File: src/rtl/rank_select_slot_tree_core_defines.svh
// Assertion macros used by the top-level block to check its own control logic.
`ifndef RANK_SELECT_SLOT_TREE_CORE_DEFINES_SVH
`define RANK_SELECT_SLOT_TREE_CORE_DEFINES_SVH

`ifndef NO_ASSERTIONS
`define RSST_ASSERT_IMPLIES(label, clk, rst, cond, prop) \
  label: assert property (@(posedge clk) disable iff (rst) (cond) |-> (prop)) \
    else $error("rsst same-cycle check failed");
`define RSST_ASSERT_NEXT(label, clk, rst, cond, prop) \
  label: assert property (@(posedge clk) disable iff (rst) (cond) |=> (prop)) \
    else $error("rsst next-cycle check failed");
`else
`define RSST_ASSERT_IMPLIES(label, clk, rst, cond, prop)
`define RSST_ASSERT_NEXT(label, clk, rst, cond, prop)
`endif

`endif

File: src/rtl/rsst_pkg.sv
`default_nettype none

package rsst_pkg;

  localparam int MODE_W  = 2;
  localparam int SLOT_W  = 10;
  localparam int RANK_W  = 11;
  localparam int COUNT_W = 11;

  localparam logic [MODE_W-1:0] MODE_MARK   = 2'd0;
  localparam logic [MODE_W-1:0] MODE_COUNT  = 2'd1;
  localparam logic [MODE_W-1:0] MODE_SELECT = 2'd2;
  localparam logic [MODE_W-1:0] MODE_CLEAR  = 2'd3;

  typedef struct packed {
    logic [MODE_W-1:0] mode;
    logic [SLOT_W-1:0] slot;
    logic [SLOT_W-1:0] range_low;
    logic [SLOT_W-1:0] range_high;
    logic [RANK_W-1:0] rank;
  } req_t;

  typedef struct packed {
    logic [COUNT_W-1:0] used_count;
    logic [SLOT_W-1:0]  found_slot;
    logic               not_found;
  } rsp_t;

  typedef enum logic [2:0] {
    ST_CLEAR,
    ST_IDLE,
    ST_MARK_LEAF,
    ST_MARK_UP,
    ST_COUNT,
    ST_SEL_ROOT,
    ST_SEL_DOWN,
    ST_EMIT
  } state_t;

  typedef struct packed {
    logic accept;
    logic mark_step;
    logic count_step;
    logic sel_root;
    logic sel_step;
    logic clear_step;
    logic load_out;
  } cmd_t;

  typedef struct packed {
    logic leaf_used;
    logic at_root;
    logic a_lt_b;
    logic sel_bad;
    logic sel_leaf;
    logic clr_last;
  } status_t;

endpackage

`default_nettype wire

File: src/rtl/rsst_ctrl.sv
`default_nettype none

module rsst_ctrl import rsst_pkg::*; (
  input  logic              clk,
  input  logic              rst,
  input  logic              req_valid,
  input  logic [MODE_W-1:0] req_mode,
  output logic              req_stall,
  output logic              rsp_valid,
  input  logic              rsp_stall,
  input  status_t           status,
  output cmd_t              cmd
);

  state_t state, state_next;
  logic   clear_reply, clear_reply_next;

  always_ff @(posedge clk) begin
    if (rst) begin
      state       <= ST_CLEAR;
      clear_reply <= 1'b0;
      rsp_valid   <= 1'b0;
    end else begin
      state       <= state_next;
      clear_reply <= clear_reply_next;
      if (cmd.load_out) begin
        rsp_valid <= 1'b1;
      end else if (!rsp_stall) begin
        rsp_valid <= 1'b0;
      end
    end
  end

  always_comb begin
    state_next       = state;
    clear_reply_next = clear_reply;
    cmd              = '0;
    req_stall        = (state != ST_IDLE);
    case (state)
      ST_CLEAR: begin
        cmd.clear_step = 1'b1;
        if (status.clr_last) begin
          state_next = clear_reply ? ST_EMIT : ST_IDLE;
        end
      end
      ST_IDLE: begin
        if (req_valid) begin
          cmd.accept = 1'b1;
          case (req_mode)
            MODE_MARK:   state_next = ST_MARK_LEAF;
            MODE_COUNT:  state_next = ST_COUNT;
            MODE_SELECT: state_next = ST_SEL_ROOT;
            default: begin
              state_next       = ST_CLEAR;
              clear_reply_next = 1'b1;
            end
          endcase
        end
      end
      ST_MARK_LEAF: begin
        if (status.leaf_used) begin
          state_next = ST_EMIT;
        end else begin
          cmd.mark_step = 1'b1;
          state_next    = ST_MARK_UP;
        end
      end
      ST_MARK_UP: begin
        cmd.mark_step = 1'b1;
        if (status.at_root) begin
          state_next = ST_EMIT;
        end
      end
      ST_COUNT: begin
        cmd.count_step = 1'b1;
        if (!status.a_lt_b) begin
          state_next = ST_EMIT;
        end
      end
      ST_SEL_ROOT: begin
        cmd.sel_root = 1'b1;
        state_next   = status.sel_bad ? ST_EMIT : ST_SEL_DOWN;
      end
      ST_SEL_DOWN: begin
        cmd.sel_step = 1'b1;
        if (status.sel_leaf) begin
          state_next = ST_EMIT;
        end
      end
      ST_EMIT: begin
        if (!rsp_valid || !rsp_stall) begin
          cmd.load_out     = 1'b1;
          clear_reply_next = 1'b0;
          state_next       = ST_IDLE;
        end
      end
      default: state_next = ST_IDLE;
    endcase
  end

endmodule

`default_nettype wire

File: config.mk
export PLATFORM = sky130hd
export DESIGN_NAME = rsst_ctrl
export DESIGN_NICKNAME = d
export VERILOG_FILES = /design/src/rtl/rank_select_slot_tree_core_defines.svh /design/src/rtl/rsst_pkg.sv /design/src/rtl/rsst_ctrl.sv
export SDC_FILE = /design/constraint.sdc
export NUM_CORES = 1
export LEC_CHECK = 0
export ABC_CLOCK_PERIOD_IN_PS = 1220
export BUFFER_PORTS_ARGS = -buffer_cell sky130_fd_sc_hd__buf_2
export CORE_MARGIN = 2
export CORE_UTILIZATION = 35
export CTS_BUF_LIST = sky130_fd_sc_hd__clkbuf_16
export CTS_CLUSTER_SIZE = 40
export DETAILED_ROUTE_END_ITERATION = 10
export GPL_TIMING_DRIVEN = 0
export PLACE_DENSITY = 0.65
export SYNTH_ARGS = -nofsm -noshare
export SYNTH_HDL_FRONTEND = slang
export SYNTH_SLANG_ARGS = --single-unit
File: constraint.sdc
create_clock -name clk -period 1.22 [get_ports clk]
set_clock_uncertainty 0.1 [all_clocks]
set_input_delay 0.183 -clock clk [delete_from_list [all_inputs] [get_ports clk]]
set_output_delay 0.183 -clock clk [all_outputs]
set_load 0.05 [all_outputs]
==> results.md <==
- Status: finished, violations left
- Failing checks: setup timing
- Worst Tran Pin Value: around 260 ps
- Final wirelength: approximately 1500 um
- Area Overhead vs Synth: 105%
- Switching share of power: 41.7%
- Critical path capture point type: output pin
- Highest-count cells in the layout ignoring fill and taps: 13 x buf_2, 12 x buf_4, 9 x buf_6
- Initial antenna violation count: 0
- Avg Inst Size Synth: about 8.5 um^2
- Register share of total power: 10.4%
- Clock Latency Late Sink: ~230 ps
- Largest cells by area after synthesis: dfxtp_1 22%, mux2i_1 8.7%, ha_1 8.2%
- Combinational Power Share: between 60% and 70%
- Post-Syn Instances: 54
- FF-to-FF path depth: 6
- Pleak: approximately 0.44 nW
- FF-to-FF Start: state[0]
- Data required time of the critical path: about 940 ps
- Area leader, netlist: dfxtp_1
- GRT Resource Usage Total: around a fifth
- Pins Over Slew Limit: 0
- Power per cell area: roughly 2800 nW/um^2
- Pre-CTS WS: -249 ps
- Hold path start: rst
- TritonCTS Buffers: 3
- Core area: approximately 1300 um^2
- CP max stage delay: between 300 and 400 ps
- Register area share after synthesis: a little over a fifth
- WHS Path Cells: 2
- Sequential cell area: roughly 110 um^2
- FF-to-FF End: state[1]
- Drt initial violations: 6
- Final #Nets: between 100 and 150
- Max frequency: roughly 660 MHz
- Final antenna diode count: 0
- Hold buffer count at cts: 0
- Drt wl/cell: approximately 14 um
- Placer congestion estimate: roughly 0.74
- Htree depth: 1
- Final Setup Violations: 12
- Syn Nets: 69
- Fraction of layout cells with a size suffix above 1: a little over two thirds
- Clk pin slew, worst setup/hold paths: approximately 30 ps
- Multi-input logic area: 398 um^2
- Final worst slack: -286 ps
- First drt pass iteration count: 3
- Final worst-path cycle share: 123%
- Die Wd: just over 40 um
- Internal power: 1.53 mW
- Initial Util: about 36%
- Via count: 550
- CTS tree: built
- Global-route wire length before repair: roughly 2100 um
- Seq cells post-synth: 5
- Filler cell count: 97
- Worst IR drop on VDD: roughly 1400 uV
- Leading cell type in the layout, fill and taps excluded: buf_2
- Root Buffer: clkbuf_16
- Die area: around 1600 um^2
- Cell breakdown of the critical path: buf_8 -> nor2b_4 -> and3b_2 -> buf_8
- Post-synthesis cell area: about 460 um^2
- Final core utilization: around 74%
- Port Buffer Count: 20
- Die height: 40.2 um
- Hold Crit Class: in -> reg
- Clock Tree Buf Depth: 2
- Slew HR: just over 80%
- Drt via density: 5.09
- Critical path class: reg -> out
- Reg2reg setup slack: -230 ps
- WHS Endpoint: rsp_valid
- Routed Antenna Nets: 0
- Total gr overflow: 0
- Total clock sinks: 5
- Netlist cell types: 25
- Endpoints failing hold: 0
- Critical-path top delay cell: dfxtp_2
- RSZ-0062 raised after global routing: true
- Detail Placement HPWL: between 800 and 900 um
- I/O pin count: 21
- Power share of the clock group: a little over 20%
- Row count: 13
- Pwr Total: roughly 2.6 mW
- Critical path peak fanout: 7
- Vias in the first global route: ~480
- Min Tclk post-route: roughly 1500 ps
- Yosys warns: 0
- Worst setup SP type: flip-flop
- CP arrival: about 1200 ps
- Max-cap violations: 0
- Switch Pwr: between 1 and 1.5 mW
- Post-synth top area share: 21.8%
- Largest net degree at the start of global routing: 11
- DRC violation count after routing: 0
- CP most frequent cell: buf_8
==> final cells by class <==
type / instances / share of cell area (%)
sequential: 5 / 11.4
clock buffer: 3 / 7.96
timing repair buffer: 35 / 29.2
inverter: 5 / 2.52
tap: 15 / 1.99
buffer: 3 / 4.38
clock inverter: 1 / 0.398
multi-input combinational: 41 / 42.2
==> how the worst max path moves through the flow <==
stage	start	to	slack, ps	cells after the start
after floorplan	state[1]	state[1]	-220	4
after global placement	state[0]	cmd[6]	-230	4
after detailed placement	state[0]	cmd[6]	-250	4
after CTS	state[0]	cmd[6]	-280	4
after global routing	state[0]	cmd[6]	-310	4
final	state[0]	cmd[6]	-290	4
==> layer usage <==
| layer | global-route usage, % | wire [um] | up-vias |
|---|---|---|---|
| met2 | 33.1 | 750 | 15 |
| met5 | 0 | 0 | - |
| li1 | - | - | 268 |
| met4 | 10.0 | 50 | 0 |
| met1 | 22.8 | 613 | 263 |
| met3 | 10.0 | 74 | 4 |
==> synthesized netlist by cell type <==
cell / count
and2_1: 2
nor2b_1: 1
o32ai_4: 1
a211oi_2: 1
mux2i_1: 4
inv_1: 5
nand2b_2: 1
and3b_1: 1
and3_1: 1
nand3_1: 2
ha_1: 3
buf_6: 1
a21oi_1: 3
mux2_4: 1
nor3_1: 2
nand2_1: 3
buf_2: 2
nand2b_1: 3
a221o_1: 2
or2_4: 1
dfxtp_1: 5
nor2_1: 4
o21ai_0: 3
a211oi_1: 1
a31oi_2: 1
==> kinds of logic after synthesis <==
family	after synthesis	synth area share, %
DFF	5	21.8
muxes	5	12.0
adders and majority gates	3	8.18
buffers and inverters	8	8.72
AOI/OAI and AO/OA	12	24.0
and+or+nand+nor	21	25.3
==> stage by stage <==
stage | std cells | hold WS, ps | setup TNS (ps) | cell area, um^2
after floorplan | 54 | 145 | -922 | 531
after global placement | 89 | 339 | -1170 | 649
after detailed placement | 89 | 340 | -1300 | 649
after CTS | 103 | 102 | -2270 | 892
after global routing | 108 | 125 | -2800 | 943
final | 108 | 117 | -2440 | 943
==> repair_timing <==
item / CTS / global route
endpoints found under the setup margin: 12 / 12
hold endpoints to repair: 0 / 0
pin swaps: 4 / 4
buffers inserted: 9 / 5
gates resized for setup: 29 / 3
gates cloned: 1 / 0
==> flip-flops by register name, summed over array words and instances, names as in the netlist <==
name	flops
state	3
clear_reply	1
rsp_valid	1
==> power groups by stage <==
stage	Sequential [mW]	Clock, mW	Combinational (mW)
after global routing	0.280	0.561	1.91
final	0.275	0.544	1.81
after CTS	0.274	0.553	1.66
after detailed placement	0.288	0	1.23
after global placement	0.287	0	1.22
after floorplan	0.278	0	1.04
==> critical path: cells and delay by family, from the launching register on <==
kind,cells,cell delay (ps)
AND/OR/NAND/NOR,2,390
flip-flops,1,330
buffers and inverters,2,280
(Power assumes the default switching activity.)
